--- src/psd_pkg.sv ---
`timescale 1ns / 1ps
// ----------------------------------------------------------------------------
// psd_pkg
// Shared types and constants for the program stream directory parser.
// ----------------------------------------------------------------------------
package psd_pkg;

  localparam int unsigned MaxUnits  = 64;
  localparam int unsigned QDepth    = 4;
  localparam int unsigned QPtrW     = $clog2(QDepth);
  localparam int unsigned QCntW     = $clog2(QDepth + 1);
  localparam int unsigned BufDepth  = 18;
  localparam int unsigned BufIdxW   = $clog2(BufDepth);

  localparam logic [7:0]  StreamIdExt = 8'hFD;
  localparam logic [7:0]  StartLast   = 8'hFF;
  localparam logic [7:0]  StartThird  = 8'h01;
  localparam logic [7:0]  StartZero   = 8'h00;
  localparam logic [15:0] MinLen      = 16'd14;
  localparam logic [16:0] HdrOverhead = 17'd6;

  // byte positions inside the packet
  localparam logic [16:0] PosStart3   = 17'd2;
  localparam logic [16:0] PosStart4   = 17'd3;
  localparam logic [16:0] PosLenHi    = 17'd4;
  localparam logic [16:0] PosLenLo    = 17'd5;
  localparam logic [16:0] PosCountHi  = 17'd6;
  localparam logic [16:0] PosCountLo  = 17'd7;
  localparam logic [16:0] PosHdrLast  = 17'd19;
  localparam logic [16:0] PosUnit0    = 17'd20;

  localparam logic [BufIdxW-1:0] UnitLastIdx = BufIdxW'(BufDepth - 1);

  typedef enum logic [1:0] {
    KIND_HEADER = 2'd0,
    KIND_UNIT   = 2'd1,
    KIND_BAD    = 2'd2,
    KIND_TRUNC  = 2'd3
  } psd_kind_e;

  typedef enum logic {
    PH_IDLE   = 1'b0,
    PH_ACTIVE = 1'b1
  } psd_phase_e;

  // one queued operation for the back end
  typedef struct packed {
    logic [7:0]         data;
    logic [BufIdxW-1:0] widx;
    logic               we;
    logic               emit;
    psd_kind_e          kind;
  } psd_op_t;

  typedef struct packed {
    psd_kind_e    kind;
    logic [14:0]  unit_count;
    logic [44:0]  prev_dir_offset;
    logic [44:0]  next_dir_offset;
    logic [7:0]   stream_id;
    logic [44:0]  header_position;
    logic [15:0]  ref_offset;
    logic [32:0]  pts;
    logic [22:0]  read_size;
    logic         intra_coded;
    logic [1:0]   coding_params;
    logic [6:0]   stream_id_ext;
  } psd_rec_t;

endpackage

--- src/program_stream_directory_parser_top.sv ---
`timescale 1ns / 1ps
// ----------------------------------------------------------------------------
// program_stream_directory_parser_top
// Parses directory packet bytes into header, access-unit and error records.
//
//   channel   handshake               payload
//   input     in_valid_i/in_ready_o   data_byte_i, first_byte_i, last_byte_i
//   output    out_valid_o/out_ready_i record_kind_o .. stream_id_ext_o
//
// one byte accepted per cycle while in_ready_o is high; a record-emitting byte goes
// to a queue entry, then from the queue head to the back end output register and out_valid_o.
// reset clears the parse state, the operation queue and the output valid.
// a stalled output holds the back end at the next record-emitting op; the
// 4-entry queue behind it fills and in_ready_o drops until the record is taken.
// ----------------------------------------------------------------------------
module program_stream_directory_parser_top (
  input  logic        clk_i,
  input  logic        rst_ni,
  input  logic        in_valid_i,
  output logic        in_ready_o,
  input  logic [7:0]  data_byte_i,
  input  logic        first_byte_i,
  input  logic        last_byte_i,
  output logic        out_valid_o,
  input  logic        out_ready_i,
  output logic [1:0]  record_kind_o,
  output logic [14:0] unit_count_o,
  output logic [44:0] prev_dir_offset_o,
  output logic [44:0] next_dir_offset_o,
  output logic [7:0]  stream_id_o,
  output logic [44:0] header_position_o,
  output logic [15:0] ref_offset_o,
  output logic [32:0] pts_o,
  output logic [22:0] read_size_o,
  output logic        intra_coded_o,
  output logic [1:0]  coding_params_o,
  output logic [6:0]  stream_id_ext_o
);
  import psd_pkg::*;

  logic     push, q_full, head_valid, pop;
  psd_op_t  op, head;
  psd_rec_t rec;

  psd_front u_front (
    .clk_i        (clk_i),
    .rst_ni       (rst_ni),
    .in_valid_i   (in_valid_i),
    .full_i       (q_full),
    .data_byte_i  (data_byte_i),
    .first_byte_i (first_byte_i),
    .last_byte_i  (last_byte_i),
    .push_o       (push),
    .op_o         (op)
  );

  psd_queue u_queue (
    .clk_i   (clk_i),
    .rst_ni  (rst_ni),
    .push_i  (push),
    .op_i    (op),
    .pop_i   (pop),
    .head_o  (head),
    .valid_o (head_valid),
    .full_o  (q_full)
  );

  psd_back u_back (
    .clk_i        (clk_i),
    .rst_ni       (rst_ni),
    .head_i       (head),
    .head_valid_i (head_valid),
    .pop_o        (pop),
    .out_ready_i  (out_ready_i),
    .out_valid_o  (out_valid_o),
    .rec_o        (rec)
  );

  assign in_ready_o        = !q_full;
  assign record_kind_o     = rec.kind;
  assign unit_count_o      = rec.unit_count;
  assign prev_dir_offset_o = rec.prev_dir_offset;
  assign next_dir_offset_o = rec.next_dir_offset;
  assign stream_id_o       = rec.stream_id;
  assign header_position_o = rec.header_position;
  assign ref_offset_o      = rec.ref_offset;
  assign pts_o             = rec.pts;
  assign read_size_o       = rec.read_size;
  assign intra_coded_o     = rec.intra_coded;
  assign coding_params_o   = rec.coding_params;
  assign stream_id_ext_o   = rec.stream_id_ext;

endmodule

--- src/psd_front.sv ---
`timescale 1ns / 1ps
// ----------------------------------------------------------------------------
// psd_front
// Byte classifier: tracks packet position, checks start code and length,
// and issues buffer-write and record-emit operations to the queue.
// ----------------------------------------------------------------------------
module psd_front (
  input  logic              clk_i,
  input  logic              rst_ni,
  input  logic              in_valid_i,
  input  logic              full_i,
  input  logic [7:0]        data_byte_i,
  input  logic              first_byte_i,
  input  logic              last_byte_i,
  output logic              push_o,
  output psd_pkg::psd_op_t  op_o
);
  import psd_pkg::*;

  psd_phase_e         phase_q, phase_d;
  logic [16:0]        pos_q, pos_d;
  logic [15:0]        len_q, len_d;
  logic [14:0]        ann_q, ann_d;
  logic [14:0]        done_q, done_d;
  logic [BufIdxW-1:0] widx_q, widx_d;

  logic        go, active;
  logic [16:0] p, p1, pkt_end;
  logic [15:0] len_cur;
  logic [7:0]  want;
  logic [14:0] limit;
  logic        at_end, bad, trunc, hdr, unit, store;

  assign active  = first_byte_i || (phase_q == PH_ACTIVE);
  assign go      = in_valid_i && !full_i && active;
  assign p       = first_byte_i ? 17'd0 : pos_q;
  assign p1      = p + 17'd1;
  assign len_cur = (p == PosLenLo) ? {len_q[15:8], data_byte_i} : len_q;
  assign pkt_end = {1'b0, len_cur} + HdrOverhead;
  assign at_end  = (p >= PosLenLo) && (p1 >= pkt_end);
  assign limit   = (ann_q < 15'(MaxUnits)) ? ann_q : 15'(MaxUnits);

  always_comb begin
    if (p == PosStart4) begin
      want = StartLast;
    end else if (p == PosStart3) begin
      want = StartThird;
    end else begin
      want = StartZero;
    end
  end

  assign bad   = ((p < PosLenHi) && (data_byte_i != want)) ||
                 ((p == PosLenLo) && (len_cur < MinLen));
  assign trunc = !bad && last_byte_i && !at_end;
  assign hdr   = !bad && !trunc && (p == PosHdrLast);
  assign unit  = !bad && !trunc && (p >= PosUnit0) && (widx_q == UnitLastIdx) &&
                 (done_q < limit);
  assign store = p >= PosCountHi;

  // next phase
  always_comb begin
    phase_d = phase_q;
    if (go) begin
      if (bad || trunc || at_end) begin
        phase_d = PH_IDLE;
      end else begin
        phase_d = PH_ACTIVE;
      end
    end
  end

  // counters and queue operation
  always_comb begin
    pos_d  = pos_q;
    len_d  = len_q;
    ann_d  = ann_q;
    done_d = done_q;
    widx_d = widx_q;
    if (go) begin
      pos_d = p1;
      if (p == PosLenHi) begin
        len_d = {data_byte_i, 8'h00};
      end
      if (p == PosLenLo) begin
        len_d = len_cur;
      end
      if (p == PosCountHi) begin
        ann_d[14:7] = data_byte_i;
      end
      if (p == PosCountLo) begin
        ann_d[6:0] = data_byte_i[7:1];
      end
      if (hdr) begin
        done_d = '0;
      end else if (unit) begin
        done_d = done_q + 15'd1;
      end
      if ((p <= PosLenLo) || (p == PosHdrLast) || (widx_q == UnitLastIdx)) begin
        widx_d = '0;
      end else begin
        widx_d = widx_q + BufIdxW'(1);
      end
    end

    push_o    = go && (store || bad || trunc || hdr || unit);
    op_o.data = data_byte_i;
    op_o.widx = widx_q;
    op_o.we   = store && !bad;
    op_o.emit = bad || trunc || hdr || unit;
    if (bad) begin
      op_o.kind = KIND_BAD;
    end else if (trunc) begin
      op_o.kind = KIND_TRUNC;
    end else if (hdr) begin
      op_o.kind = KIND_HEADER;
    end else begin
      op_o.kind = KIND_UNIT;
    end
  end

  always_ff @(posedge clk_i or negedge rst_ni) begin
    if (!rst_ni) begin
      phase_q <= PH_IDLE;
      pos_q   <= '0;
      len_q   <= '0;
      ann_q   <= '0;
      done_q  <= '0;
      widx_q  <= '0;
    end else begin
      phase_q <= phase_d;
      pos_q   <= pos_d;
      len_q   <= len_d;
      ann_q   <= ann_d;
      done_q  <= done_d;
      widx_q  <= widx_d;
    end
  end

endmodule

--- src/psd_queue.sv ---
`timescale 1ns / 1ps
// ----------------------------------------------------------------------------
// psd_queue
// Short register fifo of operations between the front and the back end.
// ----------------------------------------------------------------------------
module psd_queue (
  input  logic              clk_i,
  input  logic              rst_ni,
  input  logic              push_i,
  input  psd_pkg::psd_op_t  op_i,
  input  logic              pop_i,
  output psd_pkg::psd_op_t  head_o,
  output logic              valid_o,
  output logic              full_o
);
  import psd_pkg::*;

  psd_op_t          mem_q [QDepth];
  logic [QPtrW-1:0] wr_q, wr_d, rd_q, rd_d;
  logic [QCntW-1:0] cnt_q, cnt_d;
  logic             do_push, do_pop;

  assign full_o  = cnt_q == QCntW'(QDepth);
  assign valid_o = cnt_q != '0;
  assign head_o  = mem_q[rd_q];
  assign do_push = push_i && !full_o;
  assign do_pop  = pop_i && valid_o;

  always_comb begin
    wr_d  = do_push ? ((wr_q == QPtrW'(QDepth - 1)) ? '0 : wr_q + QPtrW'(1)) : wr_q;
    rd_d  = do_pop  ? ((rd_q == QPtrW'(QDepth - 1)) ? '0 : rd_q + QPtrW'(1)) : rd_q;
    cnt_d = cnt_q;
    if (do_push && !do_pop) begin
      cnt_d = cnt_q + QCntW'(1);
    end else if (!do_push && do_pop) begin
      cnt_d = cnt_q - QCntW'(1);
    end
  end

  always_ff @(posedge clk_i) begin
    if (do_push) begin
      mem_q[wr_q] <= op_i;
    end
  end

  always_ff @(posedge clk_i or negedge rst_ni) begin
    if (!rst_ni) begin
      wr_q  <= '0;
      rd_q  <= '0;
      cnt_q <= '0;
    end else begin
      wr_q  <= wr_d;
      rd_q  <= rd_d;
      cnt_q <= cnt_d;
    end
  end

endmodule

--- src/psd_back.sv ---
`timescale 1ns / 1ps
// ----------------------------------------------------------------------------
// psd_back
// Field buffer and record assembly into the output register.
// ----------------------------------------------------------------------------
module psd_back (
  input  logic              clk_i,
  input  logic              rst_ni,
  input  psd_pkg::psd_op_t  head_i,
  input  logic              head_valid_i,
  output logic              pop_o,
  input  logic              out_ready_i,
  output logic              out_valid_o,
  output psd_pkg::psd_rec_t rec_o
);
  import psd_pkg::*;

  logic [7:0] buf_q [BufDepth];
  logic [7:0] v [BufDepth];
  logic       out_valid_q, out_valid_d;
  psd_rec_t   rec_q, rec_d;

  assign pop_o = head_valid_i && (!head_i.emit || !out_valid_q || out_ready_i);

  // current byte bypasses the buffer
  always_comb begin
    for (int i = 0; i < BufDepth; i++) begin
      v[i] = (head_i.we && (head_i.widx == BufIdxW'(i))) ? head_i.data : buf_q[i];
    end
  end

  always_comb begin
    rec_d      = '0;
    rec_d.kind = head_i.kind;
    if (head_i.kind == KIND_HEADER) begin
      rec_d.unit_count      = {v[0], v[1][7:1]};
      rec_d.prev_dir_offset = {v[2][6:0], 1'b0, v[3][7:1], v[4], v[5][7:1], v[6], v[7][7:1]};
      rec_d.next_dir_offset = {v[8][6:0], 1'b0, v[9][7:1], v[10], v[11][7:1], v[12],
                               v[13][7:1]};
    end else if (head_i.kind == KIND_UNIT) begin
      rec_d.stream_id       = v[0];
      rec_d.header_position = {v[1], v[2][7:1], v[3], v[4][7:1], v[5], v[6][7:1]};
      rec_d.ref_offset      = {v[7], v[8]};
      rec_d.pts             = {v[9][3:1], v[10], v[11][7:1], v[12], v[13][7:1]};
      rec_d.read_size       = {v[14], v[15][7:1], v[16]};
      rec_d.intra_coded     = v[17][6];
      rec_d.coding_params   = v[17][5:4];
      if (v[0] == StreamIdExt) begin
        rec_d.stream_id_ext = {v[9][6:4], v[17][3:0]};
      end
    end
  end

  always_comb begin
    out_valid_d = out_valid_q;
    if (pop_o && head_i.emit) begin
      out_valid_d = 1'b1;
    end else if (out_ready_i) begin
      out_valid_d = 1'b0;
    end
  end

  always_ff @(posedge clk_i) begin
    if (pop_o && head_i.we) begin
      buf_q[head_i.widx] <= head_i.data;
    end
    if (pop_o && head_i.emit) begin
      rec_q <= rec_d;
    end
  end

  always_ff @(posedge clk_i or negedge rst_ni) begin
    if (!rst_ni) begin
      out_valid_q <= 1'b0;
    end else begin
      out_valid_q <= out_valid_d;
    end
  end

  assign out_valid_o = out_valid_q;
  assign rec_o       = rec_q;

endmodule

--- config.mk ---
export PLATFORM = sky130hd
export DESIGN_NAME = program_stream_directory_parser_top
export DESIGN_NICKNAME = d
export VERILOG_FILES = /design/src/psd_pkg.sv /design/src/program_stream_directory_parser_top.sv /design/src/psd_front.sv /design/src/psd_queue.sv /design/src/psd_back.sv
export SDC_FILE = /design/constraint.sdc
export NUM_CORES = 1
export LEC_CHECK = 0
export ABC_CLOCK_PERIOD_IN_PS = 26700
export BUFFER_PORTS_ARGS = -buffer_cell sky130_fd_sc_hd__buf_2
export CORE_AREA = 3 3 234 328
export CTS_CLUSTER_SIZE = 25
export DETAILED_ROUTE_END_ITERATION = 12
export DIE_AREA = 0 0 237 331
export PLACE_DENSITY = 0.48
export SETUP_SLACK_MARGIN = 0.02
export SKIP_CTS_REPAIR_TIMING = 1
export SLEW_MARGIN = 0
export SYNTH_ARGS = -nofsm -noshare
export SYNTH_HDL_FRONTEND = slang
export SYNTH_SLANG_ARGS = --single-unit
--- constraint.sdc ---
create_clock -name clk_i -period 26.7 [get_ports clk_i]
set_input_delay 2.67 -clock clk_i [delete_from_list [all_inputs] [get_ports clk_i]]
set_output_delay 2.67 -clock clk_i [all_outputs]
set_load 0.05 [all_outputs]
-- Word-level counts from Yosys, hierarchy flattened
Memory sizes are Yosys's and may differ from the RTL's. A register that Yosys moved wholly into a read port is not among the register bits.
Cells that the tools add are included.
- memories: 2
- RAM bits: 212
- flip-flop bits (word level): 296
- output and inout port bits: 244
- bits of input ports: 14
- memory list (name ; words ; width ; rd ports ; clocked after memory_dff ; write ports ; RTL line ; RTL):
    u_back.buf_q ; 18 ; 8 ; 18 ; 3 ; 1 ; psd_back.sv:18 ; logic [7:0] buf_q [BufDepth];
    u_queue.mem_q ; 4 ; 17 ; 1 ; 0 ; 1 ; psd_queue.sv:18 ; psd_op_t mem_q [QDepth];
- add/sub/neg operators: 8
- $lt $le $gt $ge: 9
- muxes and demuxes: 39
- reduce and logical (&&, ||, !) cells: 71
- equality and inequality tests: 28
- bitwise operators: 2
- operators with widths (cell ; number):
    $mux 8 ; 16
    $eq 17x3->1 const B ; 4
    $mux 15 ; 3
    $logic_and 1x1->1 ; 36
    $eq 17x2->1 const B ; 2
    $ge 17x3->1 const B ; 2
    $mux 16 ; 2
    $eq 5x4->1 const B ; 6
    $eq 5x3->1 const B ; 4
    $add 16x3->17 const B ; 1
    $add 17x1->17 const B ; 1
    $eq 17x5->1 const B ; 1
    $ge 17x17->1 ; 1
    $ge 17x5->1 const B ; 1
    $le 17x3->1 const B ; 1
    $lt 17x3->1 const B ; 1
    $mux 17 ; 1
    $lt 16x4->1 const B ; 1
    $add 15x1->15 const B ; 1
    $lt 15x15->1 ; 1
    $lt 15x7->1 const B ; 1
    $logic_or 1x1->1 ; 14
    $eq 5x2->1 const B ; 2
    $eq 5x5->1 const B ; 2
    other kinds (24) ; 52

-- Depth between registers and ports, before layout
- depth in word-level cells: 22
- depth in mapped cells: 26
- mapped depth without buffers: 23

-- By module
From an unflattened synthesis, not the netlist that was laid out.
- cells, all modules: 1549
- area, all modules: 22221.3 sq um
- modules (own cells, without submodules) (module ; instances ; cells each ; area an instance (sq um) ; seq. area each (sq um)):
    psd_back ; 1 ; 890 ; 14317.5 ; 11405.9
    psd_front ; 1 ; 532 ; 4923.5 ; 1726.7
    psd_queue ; 1 ; 126 ; 2976.6 ; 2217.1
    program_stream_directory_parser_top ; 1 ; 1 ; 3.8 ; 0.0

-- Worst setup path after synthesis
OpenSTA, ideal clock, no wires.
- path type: input port to flip-flop
- start: in out_ready_i
- end: reg, netlist name read_size_o[10]
- setup slack: 12703 ps
- cell stages on the path: 4
- required time: 25854 ps
- arrival time: 13151 ps
- setup time: 846 ps
- cells stage by stage: o31ai_1 -> clkbuf_1 -> clkbuf_1 -> nor2_1
- word-level cells in the longest chain between the ends: 3
- RTL lines (what ; RTL line ; RTL):
    from (decl) ; program_stream_directory_parser_top.sv:25 ; input logic out_ready_i,
    $logic_or 1x1->1 ; psd_back.sv:23 ; assign pop_o = head_valid_i && (!head_i.emit || !out_valid_q || out_ready_i);
    $logic_and 1x1->1 ; psd_back.sv:23 ;
    $logic_and 1x1->1 ; psd_back.sv:67 ; if (pop_o && head_i.emit) begin
Every way passes these cells.
A chain may end at the register's enable or synchronous reset.

-- Final worst setup path
- start: in first_byte_i
- end: reg u_queue.cnt_q[2]
- word-level cells in the longest chain between the ends: 21
- elaborated cells between the ends (all ways): 44
- RTL lines (what ; RTL line ; RTL):
    from (decl) ; program_stream_directory_parser_top.sv:22 ; input logic first_byte_i,
    parallel branches: the longest is 16 deep, another holds $add 16x3->17 ; -- ;
    $logic_and 1x1->1 (*) ; psd_front.sv:106 ; push_o = go && (store || bad || trunc || hdr || unit);
    $logic_and 1x1->1 (*) ; psd_queue.sv:26 ; assign do_push = push_i && !full_o;
    net u_queue.do_push ; psd_queue.sv:21 ; logic do_push, do_pop;
    $logic_not 1->1 ; psd_queue.sv:35 ; end else if (!do_push && do_pop) begin
    $logic_and 1x1->1 ; psd_queue.sv:35 ;
    $reduce_bool 2->1 (no source line) ; -- ;
    to (signal assigned) ; psd_queue.sv:54 ; cnt_q <= cnt_d;
    to (decl) ; psd_queue.sv:20 ; logic [QCntW-1:0] cnt_q, cnt_d;
Mark *: on every way through the listed nets, which the timed path passes.

==> flow_metrics.env <==
export IMPL_die_h_um=331
export IMPL_ys_seq_area_share_pct=69.5
export IMPL_grt_pass1_wl_um=82900
export IMPL_setup_viol=0
export IMPL_cp_required_ns=27.23
export IMPL_cap_violations=0
export IMPL_cts_root_buffer="clkbuf_16"
export IMPL_hold_class="flop to flop"
export IMPL_clkSinkCount=524
export IMPL_worst_pin_slew_ns=1.27
export IMPL_synth_edf_count=447
export IMPL_synthCells=1548
export IMPL_gp_congestion=0.774
export IMPL_layout_nets=1857
export IMPL_die_area_um2=78400
export IMPL_fmax_mhz=122
export IMPL_fin_skew_ns=0.0354
export IMPL_drtPass1Iterations=5
export IMPL_first_global_vias=13200
export IMPL_overflow=0
export IMPL_io_buffer_count=255
export IMPL_status="finished, final reports clean"
export IMPL_ant_nets=0
export IMPL_num_rows=118
export IMPL_startpoint_type="input pin"
export IMPL_vias=13100
export IMPL_grtUsageMet3_pct=2.43
export IMPL_critPathMaxFanout=34
export IMPL_synth_seq_cells=524
export IMPL_num_io_pins=258
export IMPL_htree_num_levels=2
export IMPL_core_um2=74000
export IMPL_rsz0062_at_grt="no"
export IMPL_post_route_period_util_pct=30.8
export IMPL_synthToLayoutAreaGrowth_pct=18.8
export IMPL_clk_latency_ns=0.62
export IMPL_dpl_hpwl_um=36400
export IMPL_cts_tree="yes"
export IMPL_ys_flop_type="edfxtp_1"
export IMPL_synthDistinctLibCells=69
export IMPL_slew_headroom_pct=14.7
export IMPL_fp_dieW_um=237
export IMPL_initial_utilization_pct=29.9
export IMPL_synth_area_um2=22100
export IMPL_drv_slew=0
export IMPL_busiest_layer="met2"
export IMPL_final_hold_violation_count=0
export IMPL_yosysWarningCount=0
export IMPL_drc=0
export IMPL_synth_avg_cell_area_um2=14.3
export IMPL_hold_slack_ns=0.501
export IMPL_min_period_ns=8.22
export IMPL_antenna_found_initial=2
export IMPL_via_per_inst=4.66
export IMPL_clk_path_buf_depth=3
export IMPL_async_flop_share_pct=14.7
export IMPL_critPathCaptureType="flop"
export IMPL_critPathKind="input pin to flop"
export IMPL_grt_met2_usage_pct=24.0
export IMPL_grt_max_degree=166
export IMPL_wl_per_cell_um=19.6
export IMPL_routed_wl_um=54800
export IMPL_layout_drive_gt1_share_pct=23.2
export IMPL_grt_use_met1_pct=17.4
export IMPL_crit_arrival_ns=8.75
export IMPL_path_clk_slew_ns=0.06
export IMPL_tns_ns=0
export IMPL_cts_made_buffers=54
export IMPL_drt_iter0_drc=676
export IMPL_track_usage_pct=13.7
## cells in the final DEF, fill, tap and decap left out, types with 6 or more instances in the layout
| cell | count |
|---|---|
| xnor2_1 | 21 |
| nand4_1 | 19 |
| nand2b_1 | 9 |
| o21ai_0 | 25 |
| mux2i_1 | 151 |
| clkbuf_1 | 11 |
| ha_1 | 44 |
| nor3_1 | 19 |
| o31ai_1 | 6 |
| clkinv_1 | 10 |
| or3_1 | 6 |
| a21o_1 | 7 |
| buf_2 | 254 |
| edfxtp_1 | 447 |
| nor2_2 | 6 |
| dfrtp_1 | 77 |
| nand3_1 | 25 |
| clkbuf_16 | 54 |
| mux4_2 | 17 |
| nor2_1 | 284 |
| xor2_1 | 11 |
| nand2_1 | 80 |
| a21oi_1 | 28 |
| inv_1 | 21 |
| and2_1 | 6 |
| nor4_1 | 7 |
| mux2_2 | 33 |
| buf_4 | 15 |
| and4_1 | 7 |
| conb_1 | 10 |
| bufinv_16 | 6 |
| nor2b_1 | 11 |
| and3_1 | 9 |
| nand3b_1 | 6 |
## cells by family after synthesis
logic type               share of synthesized area [%]
buffers and inverters                             1.89
other                                           0.0340
adder cells (fa/ha/maj)                           2.58
AND/OR/NAND/NOR                                   11.0
XOR/XNOR                                          1.27
multiplexers                                      10.3
AO/OA/AOI/OAI                                     3.48
flip-flops                                        69.5
## worst max-delay path: stages
cell and delay, ns:
buf_2 0.29, nor2b_1 0.38, ha_1 0.21, nand3_1 0.11
nor2b_1 0.28, buf_4 0.31, mux2i_1 0.68, nor3b_1 0.30
xnor2_1 0.15, ha_1 0.26, a21o_1 0.18, a21o_1 0.17
a21o_1 0.19, a211oi_2 0.68, a211oi_1 0.33, a21oi_2 0.35
ha_1 0.25, inv_1 0.07, fa_1 0.43, xor2_1 0.17
nor2_1 0.11, xor2_1 0.14
## worst paths after layout
| path | slack, ns | depth (start not counted) | to | startpoint |
|---|---|---|---|---|
| hold reg to reg | 0.50 | 1 | u_front.ann_q[14] | u_front.ann_q[14] |
| setup / recovery | 18.48 | 22 | u_queue.cnt_q[2] | first_byte_i |
| min in group asynchronous | 2.24 | 1 | u_front.ann_q[5] | rst_ni |
| setup reg to reg | 20.15 | 20 | u_queue.cnt_q[2] | u_front.pos_q[14] |
| max in group asynchronous | 23.73 | 1 | u_front.pos_q[12] | rst_ni |
| hold / removal | 0.50 | 1 | u_front.ann_q[14] | u_front.ann_q[14] |
## registers in the layout, indices dropped and copies added (netlist names), 5 cells and up
signal,count
read_size_o,15
u_front.widx_q,5
u_front.len_q,16
u_back.buf_q,139
u_front.done_q,15
u_front.pos_q,17
u_queue.mem_q,68
u_front.ann_q,15
u_back.rec_o,225
## cell usage after synthesis, types with 3 or more instances
cell type    n  share of area [%]
edfxtp_1   447                 61
nor2_1     285                4.8
mux2i_1    151                6.8
nand2_1     80                1.4
dfrtp_1     77                8.7
clkbuf_1    73                1.2
ha_1        44                2.5
mux2_2      33                1.7
a21oi_1     28               0.63
nand3_1     25               0.57
o21ai_0     25               0.57
inv_1       21               0.36
xnor2_1     21               0.83
nand4_1     19               0.54
nor3_1      19               0.43
mux4_2      17                1.7
nor2b_1     11               0.31
xor2_1      11               0.44
nand2b_1    10               0.28
and3_1       9               0.25
a21o_1       7               0.24
and4_1       7               0.28
nor4_1       7               0.20
o31ai_1      7               0.24
and2_1       6               0.17
nand3b_1     6               0.20
nor2_2       6               0.17
or3_1        6               0.17
a211o_1      5               0.20
a31oi_1      5               0.14
nand4b_1     5               0.20
nor3_2       5               0.23
nor3b_1      5               0.17
or2_2        5               0.14
a211oi_1     4               0.14
buf_1        4              0.068
buf_2        4              0.091
or4_1        4               0.14
a21bo_1      3               0.14
o21a_1       3               0.10
o22ai_1      3              0.085
## layout make-up
class                           instances  area (um2)
Clock inverter                         30         357
Fill cell                            7157       47700
Timing Repair Buffer                  270        1400
Tap cell                              960        1200
Multi-Input combinational cell        926        6390
Sequential cell                       524       15300
Clock buffer                           69        1450
Antenna cell                            2        5.00
Inverter                               22        82.6
## per-stage QoR
stage                     utilization [%]  worst slack, ns  cells  instance area (um2)
after CTS                            35.5            18.45   2801                26200
after global routing                 35.5            18.01   2801                26200
after global placement               33.0            17.93   2702                24400
after floorplan                         -            12.70   1556                22100
after detailed placement             33.0            17.79   2702                24400
final                                35.5            18.48   2803                26200
## layer usage
layer  vias up  routed length, um
met3        67               2900
met2       340              27300
met5         -                  0
li1       6176                  -
met4         0               1090
met1      6476              23500
Power is left out: the tool's default activity adds up to more than one toggle a clock period on the data nets, which glitch-free logic cannot reach.
